### src/mlkr_pkg.sv
// ----------------------------------------------------------------------------
// mlkr_pkg - shared types and key tables for the modifier layer remapper
// Event classes, key codes, the remap table and the job record handed from
// the decoder to the emitter.
// ----------------------------------------------------------------------------
package mlkr_pkg;

  localparam int unsigned TYPE_W  = 16;
  localparam int unsigned CODE_W  = 16;
  localparam int unsigned VALUE_W = 32;
  localparam int unsigned NUM_REMAP = 10;
  localparam int unsigned STEP_W  = 2;

  localparam logic [TYPE_W-1:0] EV_KEY = 16'd1;

  localparam logic [CODE_W-1:0] CODE_LMETA    = 16'd125;
  localparam logic [CODE_W-1:0] KEY_J         = 16'd36;
  localparam logic [CODE_W-1:0] KEY_K         = 16'd37;
  localparam logic [CODE_W-1:0] KEY_I         = 16'd23;
  localparam logic [CODE_W-1:0] KEY_L         = 16'd38;
  localparam logic [CODE_W-1:0] KEY_M         = 16'd50;
  localparam logic [CODE_W-1:0] CODE_COMMA    = 16'd51;
  localparam logic [CODE_W-1:0] KEY_U         = 16'd22;
  localparam logic [CODE_W-1:0] KEY_O         = 16'd24;
  localparam logic [CODE_W-1:0] KEY_H         = 16'd35;
  localparam logic [CODE_W-1:0] KEY_SEMICOLON = 16'd39;

  localparam logic [VALUE_W-1:0] VAL_RELEASE = 32'd0;
  localparam logic [VALUE_W-1:0] VAL_PRESS   = 32'd1;
  localparam logic [VALUE_W-1:0] VAL_REPEAT  = 32'd2;

  // Listed in release order: entry i is bit i of the held mask.
  localparam logic [CODE_W-1:0] SRC_CODES [NUM_REMAP] = '{
    KEY_I, KEY_K, KEY_J, KEY_L, KEY_M, CODE_COMMA, KEY_O, KEY_U, KEY_H, KEY_SEMICOLON
  };
  localparam logic [CODE_W-1:0] DST_CODES [NUM_REMAP] = '{
    16'd103, 16'd108, 16'd105, 16'd106, 16'd102,
    16'd107, 16'd104, 16'd109, 16'd14,  16'd111
  };

  typedef enum logic [1:0] {
    JOB_PASS,
    JOB_REMAP,
    JOB_META_REL
  } job_kind_e;

  typedef logic [NUM_REMAP-1:0] remap_mask_t;

  typedef struct packed {
    job_kind_e           kind;
    logic [TYPE_W-1:0]   ev_type;
    logic [CODE_W-1:0]   ev_code;
    logic [VALUE_W-1:0]  ev_value;
    remap_mask_t         mask;
    logic                press;
  } job_t;

  typedef struct packed {
    logic [TYPE_W-1:0]   ev_type;
    logic [CODE_W-1:0]   ev_code;
    logic [VALUE_W-1:0]  ev_value;
    logic                last;
  } result_t;

  // One-hot match of a code against the remap source table.
  function automatic remap_mask_t remap_match(input logic [CODE_W-1:0] code);
    remap_mask_t m;
    for (int i = 0; i < NUM_REMAP; i++) begin
      m[i] = (code == SRC_CODES[i]);
    end
    return m;
  endfunction

  // Target code for a one-hot selection (zero when nothing is selected).
  function automatic logic [CODE_W-1:0] remap_dst(input remap_mask_t sel);
    logic [CODE_W-1:0] c;
    c = '0;
    for (int i = 0; i < NUM_REMAP; i++) begin
      c = c | (DST_CODES[i] & {CODE_W{sel[i]}});
    end
    return c;
  endfunction

  // Lowest set bit of a mask, as one-hot.
  function automatic remap_mask_t lowest_bit(input remap_mask_t m);
    remap_mask_t r;
    r = '0;
    for (int i = NUM_REMAP - 1; i >= 0; i--) begin
      if (m[i]) begin
        r = '0;
        r[i] = 1'b1;
      end
    end
    return r;
  endfunction

endpackage

### src/modifier_layer_key_remapper_top.sv
// ----------------------------------------------------------------------------
// modifier_layer_key_remapper_top - meta layer navigation key remapper
// Filters key events: while left meta is held, ten keys come out as
// navigation keys wrapped in meta release and press items.
// ----------------------------------------------------------------------------
// Usage
//   Input channel: in_valid_i / in_stall_o with event_type_i, event_code_i,
//   event_value_i. An item is taken at an edge where valid is high and stall
//   is low. Output channel: out_valid_o / out_stall_i with out_type_o,
//   out_code_o, out_value_o and last_of_run_o, high on the final result of
//   an item.
//   Each input item yields 1 to 11 result items. The first result passes
//   through the job register into the output register; further results
//   follow one per cycle while the receiver does not stall.
//   Throughput: results leave one per cycle while the receiver does not
//   stall, so plain pass-through items flow at one per cycle; a remapped
//   key or a layer release holds the sequencer until its last result. The
//   next item is taken in the cycle the last result of the current one
//   moves into the output register.
//   A stall on the output holds the output register and the sequencer;
//   the input then stalls once the single job slot is occupied.
//   Reset clears the layer flag, the held-key mask, the step counter and both valid bits.
// ----------------------------------------------------------------------------
module modifier_layer_key_remapper_top import mlkr_pkg::*; (
  input  logic               clk_i,
  input  logic               rst_ni,
  input  logic               in_valid_i,
  output logic               in_stall_o,
  input  logic [TYPE_W-1:0]  event_type_i,
  input  logic [CODE_W-1:0]  event_code_i,
  input  logic [VALUE_W-1:0] event_value_i,
  output logic               out_valid_o,
  input  logic               out_stall_i,
  output logic [TYPE_W-1:0]  out_type_o,
  output logic [CODE_W-1:0]  out_code_o,
  output logic [VALUE_W-1:0] out_value_o,
  output logic               last_of_run_o
);

  logic    accept;
  logic    busy;
  job_t    job;
  result_t result;

  // Stall while the sequencer still has results of the previous item to give.
  assign in_stall_o = busy;
  assign accept     = in_valid_i && !busy;

  // Classify the item and advance the layer state on accept.
  mlkr_decode u_decode (
    .clk_i         (clk_i),
    .rst_ni        (rst_ni),
    .accept_i      (accept),
    .event_type_i  (event_type_i),
    .event_code_i  (event_code_i),
    .event_value_i (event_value_i),
    .job_o         (job)
  );

  // Walk the job out as result items through the output register.
  mlkr_emit u_emit (
    .clk_i       (clk_i),
    .rst_ni      (rst_ni),
    .accept_i    (accept),
    .job_i       (job),
    .busy_o      (busy),
    .out_stall_i (out_stall_i),
    .out_valid_o (out_valid_o),
    .result_o    (result)
  );

  assign out_type_o    = result.ev_type;
  assign out_code_o    = result.ev_code;
  assign out_value_o   = result.ev_value;
  assign last_of_run_o = result.last;

endmodule

### src/mlkr_decode.sv
// ----------------------------------------------------------------------------
// mlkr_decode - event classification and layer state
// Classifies each accepted item into a job and keeps the layer flag and the
// held mask of remapped keys.
// ----------------------------------------------------------------------------
module mlkr_decode import mlkr_pkg::*; (
  input  logic               clk_i,
  input  logic               rst_ni,
  input  logic               accept_i,
  input  logic [TYPE_W-1:0]  event_type_i,
  input  logic [CODE_W-1:0]  event_code_i,
  input  logic [VALUE_W-1:0] event_value_i,
  output job_t               job_o
);

  logic        layer_q, layer_d;
  remap_mask_t held_q, held_d;

  remap_mask_t       match;
  logic              is_key;
  logic              is_meta;
  logic [VALUE_W-1:0] sat_value;

  assign is_key  = (event_type_i == EV_KEY);
  assign is_meta = (event_code_i == CODE_LMETA);
  assign match   = remap_match(event_code_i);

  // Negative values count as a release, anything above autorepeat clamps.
  always_comb begin
    if (event_value_i[VALUE_W-1]) begin
      sat_value = VAL_RELEASE;
    end else if (event_value_i > VAL_REPEAT) begin
      sat_value = VAL_REPEAT;
    end else begin
      sat_value = event_value_i;
    end
  end

  always_comb begin
    layer_d        = layer_q;
    held_d         = held_q;
    job_o.kind     = JOB_PASS;
    job_o.ev_type  = event_type_i;
    job_o.ev_code  = event_code_i;
    job_o.ev_value = event_value_i;
    job_o.mask     = '0;
    job_o.press    = 1'b0;
    if (is_key && layer_q && (match != '0)) begin
      if (sat_value != VAL_RELEASE) begin
        held_d = held_q | match;
      end else begin
        held_d = held_q & ~match;
      end
      job_o.kind     = JOB_REMAP;
      job_o.ev_type  = EV_KEY;
      job_o.ev_code  = remap_dst(match);
      job_o.ev_value = sat_value;
      job_o.press    = (held_d == '0);
    end else if (is_key && layer_q && is_meta && (event_value_i == VAL_RELEASE)) begin
      layer_d    = 1'b0;
      held_d     = '0;
      job_o.kind = JOB_META_REL;
      job_o.mask = held_q;
    end else if (is_key && !layer_q && is_meta && (event_value_i == VAL_PRESS)) begin
      layer_d = 1'b1;
    end
  end

  always_ff @(posedge clk_i or negedge rst_ni) begin
    if (!rst_ni) begin
      layer_q <= 1'b0;
      held_q  <= '0;
    end else if (accept_i) begin
      layer_q <= layer_d;
      held_q  <= held_d;
    end
  end

  // Keys only stay held while the layer is on.
  a_held_needs_layer: assert property (@(posedge clk_i) disable iff (!rst_ni)
    (held_q != '0) |-> layer_q)
    else $error("held remapped keys with layer off");

  // A layer release always leaves nothing held.
  a_meta_rel_clears: assert property (@(posedge clk_i) disable iff (!rst_ni)
    (accept_i && job_o.kind == JOB_META_REL) |=> (held_q == '0) && !layer_q)
    else $error("layer release left state behind");

  // Press-back flag matches the held mask after a remapped item.
  a_press_flag: assert property (@(posedge clk_i) disable iff (!rst_ni)
    (accept_i && job_o.kind == JOB_REMAP) |=> (held_q == '0) == $past(job_o.press))
    else $error("meta press flag disagrees with held mask");

endmodule

### src/mlkr_emit.sv
// ----------------------------------------------------------------------------
// mlkr_emit - result sequencer and output register
// Holds one job and walks it out as result items, one per free output slot.
// ----------------------------------------------------------------------------
module mlkr_emit import mlkr_pkg::*; (
  input  logic    clk_i,
  input  logic    rst_ni,
  input  logic    accept_i,
  input  job_t    job_i,
  output logic    busy_o,
  input  logic    out_stall_i,
  output logic    out_valid_o,
  output result_t result_o
);

  logic              job_valid_q;
  job_t              job_q;
  logic [STEP_W-1:0] step_q;
  logic              out_valid_q;
  result_t           out_q;

  result_t     res;
  remap_mask_t low;
  logic        slot_free;
  logic        fire;
  logic        done;

  assign low       = lowest_bit(job_q.mask);
  assign slot_free = !out_valid_q || !out_stall_i;
  assign fire      = job_valid_q && slot_free;
  assign done      = fire && res.last;
  // Hold off new items until the current job leaves its last result.
  assign busy_o    = job_valid_q && !done;

  always_comb begin
    res.ev_type  = job_q.ev_type;
    res.ev_code  = job_q.ev_code;
    res.ev_value = job_q.ev_value;
    res.last     = 1'b1;
    unique case (job_q.kind)
      JOB_PASS: begin
      end
      JOB_REMAP: begin
        res.ev_type = EV_KEY;
        if (step_q == STEP_W'(0)) begin
          res.ev_code  = CODE_LMETA;
          res.ev_value = VAL_RELEASE;
          res.last     = 1'b0;
        end else if (step_q == STEP_W'(1)) begin
          res.last = !job_q.press;
        end else begin
          res.ev_code  = CODE_LMETA;
          res.ev_value = VAL_PRESS;
        end
      end
      JOB_META_REL: begin
        res.ev_type  = EV_KEY;
        res.ev_value = VAL_RELEASE;
        if (job_q.mask != '0) begin
          res.ev_code = remap_dst(low);
          res.last    = 1'b0;
        end else begin
          res.ev_code = CODE_LMETA;
        end
      end
      default: begin
      end
    endcase
  end

  always_ff @(posedge clk_i or negedge rst_ni) begin
    if (!rst_ni) begin
      job_valid_q <= 1'b0;
      step_q      <= '0;
    end else if (accept_i) begin
      job_valid_q <= 1'b1;
      step_q      <= '0;
    end else if (done) begin
      job_valid_q <= 1'b0;
    end else if (fire) begin
      step_q <= step_q + STEP_W'(1);
    end
  end

  always_ff @(posedge clk_i) begin
    if (accept_i) begin
      job_q <= job_i;
    end else if (fire) begin
      job_q.mask <= job_q.mask & ~low;
    end
  end

  always_ff @(posedge clk_i or negedge rst_ni) begin
    if (!rst_ni) begin
      out_valid_q <= 1'b0;
    end else if (fire) begin
      out_valid_q <= 1'b1;
    end else if (!out_stall_i) begin
      out_valid_q <= 1'b0;
    end
  end

  always_ff @(posedge clk_i) begin
    if (fire) begin
      out_q <= res;
    end
  end

  assign out_valid_o = out_valid_q;
  assign result_o    = out_q;

  a_remap_steps: assert property (@(posedge clk_i) disable iff (!rst_ni)
    (job_valid_q && job_q.kind == JOB_REMAP) |-> (step_q != STEP_W'(3)))
    else $error("remap job ran past its third result");

  a_fire_fills: assert property (@(posedge clk_i) disable iff (!rst_ni)
    fire |=> out_valid_q)
    else $error("result lost on its way to the output register");

  a_mask_shrinks: assert property (@(posedge clk_i) disable iff (!rst_ni)
    (job_valid_q && !accept_i) |=> ((job_q.mask & ~$past(job_q.mask)) == '0))
    else $error("release mask gained a bit mid-job");

  a_no_accept_busy: assert property (@(posedge clk_i) disable iff (!rst_ni)
    (job_valid_q && !done) |-> !accept_i)
    else $error("new item taken over an unfinished job");

endmodule
### config.mk
export PLATFORM = sky130hd
export DESIGN_NAME = modifier_layer_key_remapper_top
export DESIGN_NICKNAME = d
export VERILOG_FILES = /design/src/mlkr_pkg.sv /design/src/modifier_layer_key_remapper_top.sv /design/src/mlkr_decode.sv /design/src/mlkr_emit.sv
export SDC_FILE = /design/constraint.sdc
export NUM_CORES = 1
export LEC_CHECK = 0
export ABC_AREA = 0
export BUFFER_PORTS_ARGS = -buffer_cell sky130_fd_sc_hd__buf_2
export CAP_MARGIN = 20
export CORE_MARGIN = 2
export CORE_UTILIZATION = 36
export CTS_BUF_LIST = sky130_fd_sc_hd__clkbuf_4 sky130_fd_sc_hd__clkbuf_8 sky130_fd_sc_hd__clkbuf_16
export CTS_CLUSTER_DIAMETER = 60
export DETAILED_ROUTE_END_ITERATION = 16
export MAX_ROUTING_LAYER = met4
export PLACE_DENSITY = 0.65
export SLEW_MARGIN = 30
export SYNTH_ARGS = -nofsm -noshare
export SYNTH_HDL_FRONTEND = slang
export SYNTH_SLANG_ARGS = --single-unit
### constraint.sdc
create_clock -name clk_i -period 5.4 [get_ports clk_i]
set_input_delay 1.08 -clock clk_i [delete_from_list [all_inputs] [get_ports clk_i]]
set_output_delay 1.08 -clock clk_i [all_outputs]
set_load 0.02 [all_outputs]
==> summary.md, run 1 <==
| Metric | Value |
|---|---|
| Mapped Area | `7137 um2` |
| Worst Path Required | `4.32 ns` |
| Final Util | `44.30%` |
| Critical path's top delay family | `adder cells` |
| R2R setup slack | `2.33 ns` |
| Worst EP arrival | `2.48 ns` |
| Layout Nets | `771` |
| Post-layout min period | `3.559 ns` |
| GRT Resource Usage Total | `15.77%` |
| Worst-Skew Late Latency | `0.43 ns` |
| Boundary Pins | `135` |
| Die width | `144.8 um` |
| # Max-Cap Violations | `0` |
| Share of layout cells above drive strength 1 | `27.39%` |
| Dominant synthesized flop cell | `edfxtp_1` |
| DP HPWL | `11.24 mm` |
| Clock Sinks | `157` |
| Gate power share | `18.4%` |
| CP Cell Sequence | `inv_1, ha_1, nor3_1, o21a_1, buf_2` |
| Clk pwr share | `33.3%` |
| Row Count | `51` |
| Commonest non-fill, non-tap cell in the layout | `edfxtp_1` |
| Sequential share of power | `48.3%` |
| Initial Util | `36.67%` |
| Vert. Die Dim | `144.8 um` |
| First DRT Iteration DRCs | `519` |
| Int Pwr | `2.411 mW` |
| Synthesis-stage register bit count | `157` |
| Worst-path clk slew | `0.06 ns` |
| DRC Markers | `0` |
| Worst VDD drop | `0.0002105 V` |
| Post-route clock period utilization | `65.90%` |
| Die area | `20970 um2` |
| Sequential cell area fraction in the yosys report | `65.01%` |
| CTS H-tree depth | `4` |
| CP Class | `register to output port` |
| Worst-path fanout max | `31` |
| Routability congestion estimate | `0.8855` |
| Post-CTS Resized | `0` |
| Layout overhead on the synthesized area | `20.81%` |
| Count of final setup violators | `0` |
| Setup TNS | `0 ns` |
| Most frequent cells in the layout | `edfxtp_1, buf_2, nor2b_1` |
| Yosys cell types | `63` |
| Total grt overflow | `0` |
| Slowest cell on crit path | `ha_1` |
| Vias in the first global route | `4579` |
| Post-Syn Instances | `587` |
| Slew Viols, Final | `0` |
| Tightest Pin Transition | `0.8792 ns` |
| Placeable Area | `19460 um2` |
| Syn Area/Cell | `12.16 um2` |
| Via density | `4.919` |
| Synth Area in XOR/XNOR | `0.1227%` |
| CTS root buffer | `clkbuf_16` |
| Syn_nets | `659` |
| Fin Clk Skew | `0.01419 ns` |
| Fmax | `281.0 MHz` |
| Vias | `4806` |
| CTS tree | `built` |
| Outcome | `complete, no violations` |
| Hold WC Path Type | `register to register` |
| Compound-Gate Fraction of Synth Area | `8.941%` |
| Number of port buffers | `134` |
| Post-synthesis async set-or-reset flop share | `9.554%` |
| Bufs on Longest Clock Path | `2` |
| WL final | `15.67 mm` |
| Largest family of logic cells by synthesized area | `simple AND/OR/NAND/NOR gates` |
| Final Hold Fails | `0` |
| Nature of the critical path endpoint | `output port` |
| Routed len/inst | `16.04 um` |
| EDFF count, synth | `142` |
| Postcts setup bufs | `0` |
| PwrDens | `392.2 nW/um2` |
| Simple-gate share of the synthesized area | `21.18%` |
| First-pass GRT wire length | `24.22 mm` |
| Num CTS Buffers | `17` |
| Post-Synth Adder-Cell Area | `0.7013%` |
| Slowest stage delay, CP | `0.64 ns` |
| Initial antenna violation count | `0` |
| RSZ-0062 raised after global routing | `false` |
| Switch Pwr | `0.9708 mW` |
| Multiplexer area fraction after synthesis | `0.2980%` |
| DR pass1 iterations | `4` |
| Largest net degree at the start of global routing | `66` |
| WP buf/inv | `2` |
| Sw Ratio | `28.70%` |
| P_leak | `3.252 nW` |
| Slew margin rel. | `41.38%` |
| # hold bufs at CTS | `0` |
| Synthesis Warnings | `0` |
| Ant. Diodes | `0` |
| Worst setup SP type | `register` |
| DRT antenna net count | `0` |
## flip-flops by register name (all words and copies together), names as in the netlist
register,count
u_emit.job_q,77
u_emit.result_o,65
u_decode.held_q,10
u_emit.step_q,2
u_decode.layer_q,1
u_emit.job_valid_q,1
u_emit.out_valid_o,1
## power groups by stage
stage                     clock network [mW]  logic, mW  registers [mW]
after floorplan                            0      0.293            1.77
after global placement                     0      0.612            1.66
after detailed placement                   0      0.629            1.66
after CTS                               1.15      0.632            1.64
after global routing                    1.19      0.685            1.66
final                                   1.13      0.621            1.63
## path summary, 6_finish.rpt
kind                                   from                  to  cells past startpoint
setup / recovery           u_emit.job_q[75]          in_stall_o                      5
hold / removal             u_emit.step_q[1]    u_emit.step_q[1]                      1
setup reg to reg           u_emit.job_q[76]    u_emit.job_q[20]                      6
hold reg to reg            u_emit.step_q[1]    u_emit.step_q[1]                      1
max in group asynchronous            rst_ni  u_decode.held_q[6]                      1
min in group asynchronous            rst_ni  u_emit.out_valid_o                      1
## routing by layer
metal  vias up  track usage, %  wire [um]
met4         0           7.256        418
li1       2361               -          -
met2       153           23.81       7329
met5         -               -          0
met1      2262           20.34       7102
met3        30           3.521        821
## through the flow
stage	instance area (um2)	instances	hold slack (ns)	power (mW)	setup WS, ns
after floorplan	7137	587	0.4658	2.060	0.9244
after detailed placement	8060	945	0.4923	2.289	1.429
after CTS	8622	977	0.5125	3.422	1.792
after global routing	8622	977	0.5325	3.535	1.546
final	8622	977	0.5109	3.382	1.841
after global placement	8021	944	0.4919	2.268	1.521
## layout make-up
cell class	count	area [um2]
clock buffer	17	425.4
clock inverter	15	136.4
fill	1771	10840
inverter	21	78.83
multi-input combinational	360	2260
sequential	157	4639
tap	265	331.6
timing repair buffer	142	750.7
## cells by family (layout without fill, tap and decap cells)
family	after synthesis	count (layout)
buffers and inverters	70	195
XOR/XNOR	1	1
adder cells (fa/ha/maj)	4	4
multiplexers	2	2
AO/OA/AOI/OAI	96	96
AND/OR/NAND/NOR	257	257
flip-flops	157	157
## cell usage after synthesis (all sizes together) (6+ instances only)
library cell    n  area, um2
nand2          34      127.6
nor3            8      40.04
a21oi          17      88.84
nand3          22      115.1
and2           23      146.4
o31ai           6      45.04
nor2           30      112.6
o21ai          32      160.2
nand4           8      50.05
nor2b          76      475.5
inv            21      78.83
dfrtp          15      375.4
nand2b          6      37.54
edfxtp        142       4264
nor4           16      142.6
or4             6      48.80
clkbuf         45      168.9
No activity file was read; power rests on OpenSTA's default activity.
==> run 2: changes to the inputs <==
==> constraint.sdc (replaced) <==
create_clock -name clk_i -period 3.6 [get_ports clk_i]
set_input_delay 0.72 -clock clk_i [delete_from_list [all_inputs] [get_ports clk_i]]
set_output_delay 0.72 -clock clk_i [all_outputs]
set_load 0.02 [all_outputs]
==> run 2 against run 1 <==
Effect of this change:
- clock-buffer cell count rose by 1
- non-clock buffer count rose by 6
- utilization rose by 0.33 points
- wire length rose by 0.39%
- global-route usage rose by 0.29 points
- via count rose by 0.85%
- sequential power rose by 50%
- flip-flop and latch count did not move
- cell count rose by 0.61%
- first-iteration DRC count fell by 14%
- critical endpoint unchanged
==> summary.md, run 2 (synthesis gave the netlist of run 1 again) <==
| Metric | Value |
|---|---|
| Metal2 WL | `7.437 mm (+1.5%)` |
| DRT met1 WL | `6.979 mm (-1.7%)` |
| Routability congestion estimate | `0.8753 (-1.2%)` |
| DP HPWL | `11.44 mm (+1.8%)` |
| Layout Nets | `777 (+0.78%)` |
| CP startpoint | `u_emit.job_q[75]` |
| Slew margin rel. | `55.12% (+14 points)` |
| Postcts setup bufs | `0 (unchanged)` |
| Slowest cell on crit path | `edfxtp_1` |
| Worst setup endpoint | `in_stall_o` |
| Number of port buffers | `134 (unchanged)` |
| Worst Path Required | `2.88 ns (-1.44 ns)` |
| Commonest non-fill, non-tap cell in the layout | `edfxtp_1` |
| R2R setup slack | `0.72 ns (-1.61 ns)` |
| CTS H-tree depth | `4 (unchanged)` |
| Share of layout cells above drive strength 1 | `27.72% (+0.33 points)` |
| Most flops, register | `u_emit.job_q` |
| Die area | `20970 um2 (unchanged)` |
| Ant. Diodes | `0 (unchanged)` |
| Worst-path fanout max | `8 (-74%)` |
| Tightest Pin Transition | `0.6717 ns (-0.2076 ns)` |
| Final Hold Fails | `0 (unchanged)` |
| Worst EP arrival | `2.35 ns (-0.13 ns)` |
| Fmax | `326.2 MHz` |
| Worst-path clk slew | `0.06 ns (about the same)` |
| Worst setup SP type | `register` |
| Most frequent cells in the layout | `edfxtp_1, buf_2, nor2b_1` |
| Vias | `4847 (+0.85%)` |
| P_leak | `3.258 nW (+0.19%)` |
| Largest net degree at the start of global routing | `66 (unchanged)` |
| WL final | `15.73 mm (+0.39%)` |
| Routed len/inst | `16.01 um (-0.22%)` |
| PwrDens | `588.1 nW/um2 (+50%)` |
| Worst-Skew Late Latency | `0.41 ns (-0.02 ns)` |
| CTS tree | `built` |
| Vert. Die Dim | `144.8 um (unchanged)` |
| Nature of the critical path endpoint | `output port` |
| RSZ-0062 raised after global routing | `false` |
| Total grt overflow | `0 (unchanged)` |
| Die width | `144.8 um (unchanged)` |
| Setup TNS | `0 ns (unchanged)` |
| Boundary Pins | `135 (unchanged)` |
| Slack of the critical path | `0.5347 ns (-1.306 ns)` |
| Placeable Area | `19460 um2 (unchanged)` |
| Outcome | `complete, no violations` |
| Via density | `4.931 (+0.24%)` |
| First DRT Iteration DRCs | `444 (-14%)` |
| Initial Util | `36.67% (unchanged)` |
| Vias in the first global route | `4586 (+0.15%)` |
| Number of flip-flops in the largest register | `77 (unchanged)` |
| # hold bufs at CTS | `0 (unchanged)` |
| CP Class | `register to output port` |
| Top sig layer | `met4` |
| Num CTS Buffers | `17 (unchanged)` |
| Count of final setup violators | `0 (unchanged)` |
| Reg2reg end | `u_decode.held_q[9]` |
| CP Cell Sequence | `inv_1, ha_1, nor4b_1, and3_1, nor3_1, o21a_1, buf_2` |
| Hold WC Path Type | `input pin to async pin` |
| # Max-Cap Violations | `0 (unchanged)` |
| Post-route clock period utilization | `85.15%` |
| Worst slack, placed | `0.3972 ns (-1.032 ns)` |
| Fin Clk Skew | `0.006503 ns (-0.007687 ns)` |
| Layout overhead on the synthesized area | `21.72%` |
| Metal3 WL | `862 um (+5.0%)` |
| First-pass GRT wire length | `24.58 mm (+1.5%)` |
| CTS root buffer | `clkbuf_16` |
| DRC Markers | `0 (unchanged)` |
| Initial antenna violation count | `0 (unchanged)` |
| Reg2Reg Launch Point | `u_emit.job_q[75]` |
| Post-CTS Resized | `0 (unchanged)` |
| Slew Viols, Final | `0 (unchanged)` |
| Bufs on Longest Clock Path | `2 (unchanged)` |
| Slowest stage delay, CP | `0.40 ns (-0.24 ns)` |
| Row Count | `51 (unchanged)` |
| Clock Sinks | `157 (unchanged)` |
| DR pass1 iterations | `5 (+1)` |
| Path depth of the worst reg2reg path | `10 (+4)` |
| Post-layout min period | `3.065 ns` |
| Worst Hold Slack | `0.2137 ns (-0.2972 ns)` |
| GRT Resource Usage Total | `16.05% (+0.29 points)` |
| Worst VDD drop | `0.0002590 V (+23%)` |
| DRT antenna net count | `0 (unchanged)` |
run 2: critical path: cells and delay by family (launching register included):
family	cells	cell delay, ns
flip-flops	1	0.40
AND/OR/NAND/NOR	3	0.74
adder cells (fa/ha/maj)	1	0.30
AO/OA/AOI/OAI	1	0.24
buffers and inverters	2	0.25
run 2: how the worst min path moves through the flow:
| stage | endpoint | depth (start not counted) | start | slack (ns) |
|---|---|---|---|---|
| 5_1_grt | u_emit.step_q[1] | 1 | rst_ni | 0.22 |
| 6_report | u_emit.step_q[1] | 1 | rst_ni | 0.21 |
| 3_3_place_gp | u_emit.step_q[1] | 1 | u_emit.step_q[1] | 0.49 |
| 2_1_floorplan | u_decode.held_q[0] | 0 | rst_ni | 0.42 |
| 3_5_place_dp | u_emit.step_q[1] | 1 | u_emit.step_q[1] | 0.48 |
| 4_1_cts | u_emit.step_q[1] | 1 | rst_ni | 0.21 |
run 2: report_power, final:
part	total (mW)	switching, mW	internal (mW)
combinational	0.939	0.617	0.322
sequential	2.45	0.110	2.34
clock	1.72	0.694	1.03
total	5.11	1.42	3.69
run 2: through the flow:
step / area, um2 / power (mW) / util [%] / std cells
after CTS: 8687 / 5.159 / 44.64 / 983
final: 8687 / 5.109 / 44.64 / 983
after global routing: 8687 / 5.355 / 44.64 / 983
after detailed placement: 8112 / 3.435 / 41.68 / 951
after floorplan: 7141 / 3.082 / - / 587
after global placement: 8112 / 3.421 / 41.68 / 951
run 2: routing by layer:
layer,track usage [%],vias up
li1,-,2380
met1,20.51,2276
met2,24.08,163
met3,4.080,28
met4,7.460,0
met5,-,-
run 2: layout make-up:
type                       instances  area [um2]
fill                            1785       10780
sequential                       157        4639
multi-input combinational        360        2248
timing repair buffer             148       813.3
clock buffer                      18       432.9
tap                              265       331.6
clock inverter                    14       142.6
inverter                          21       78.83
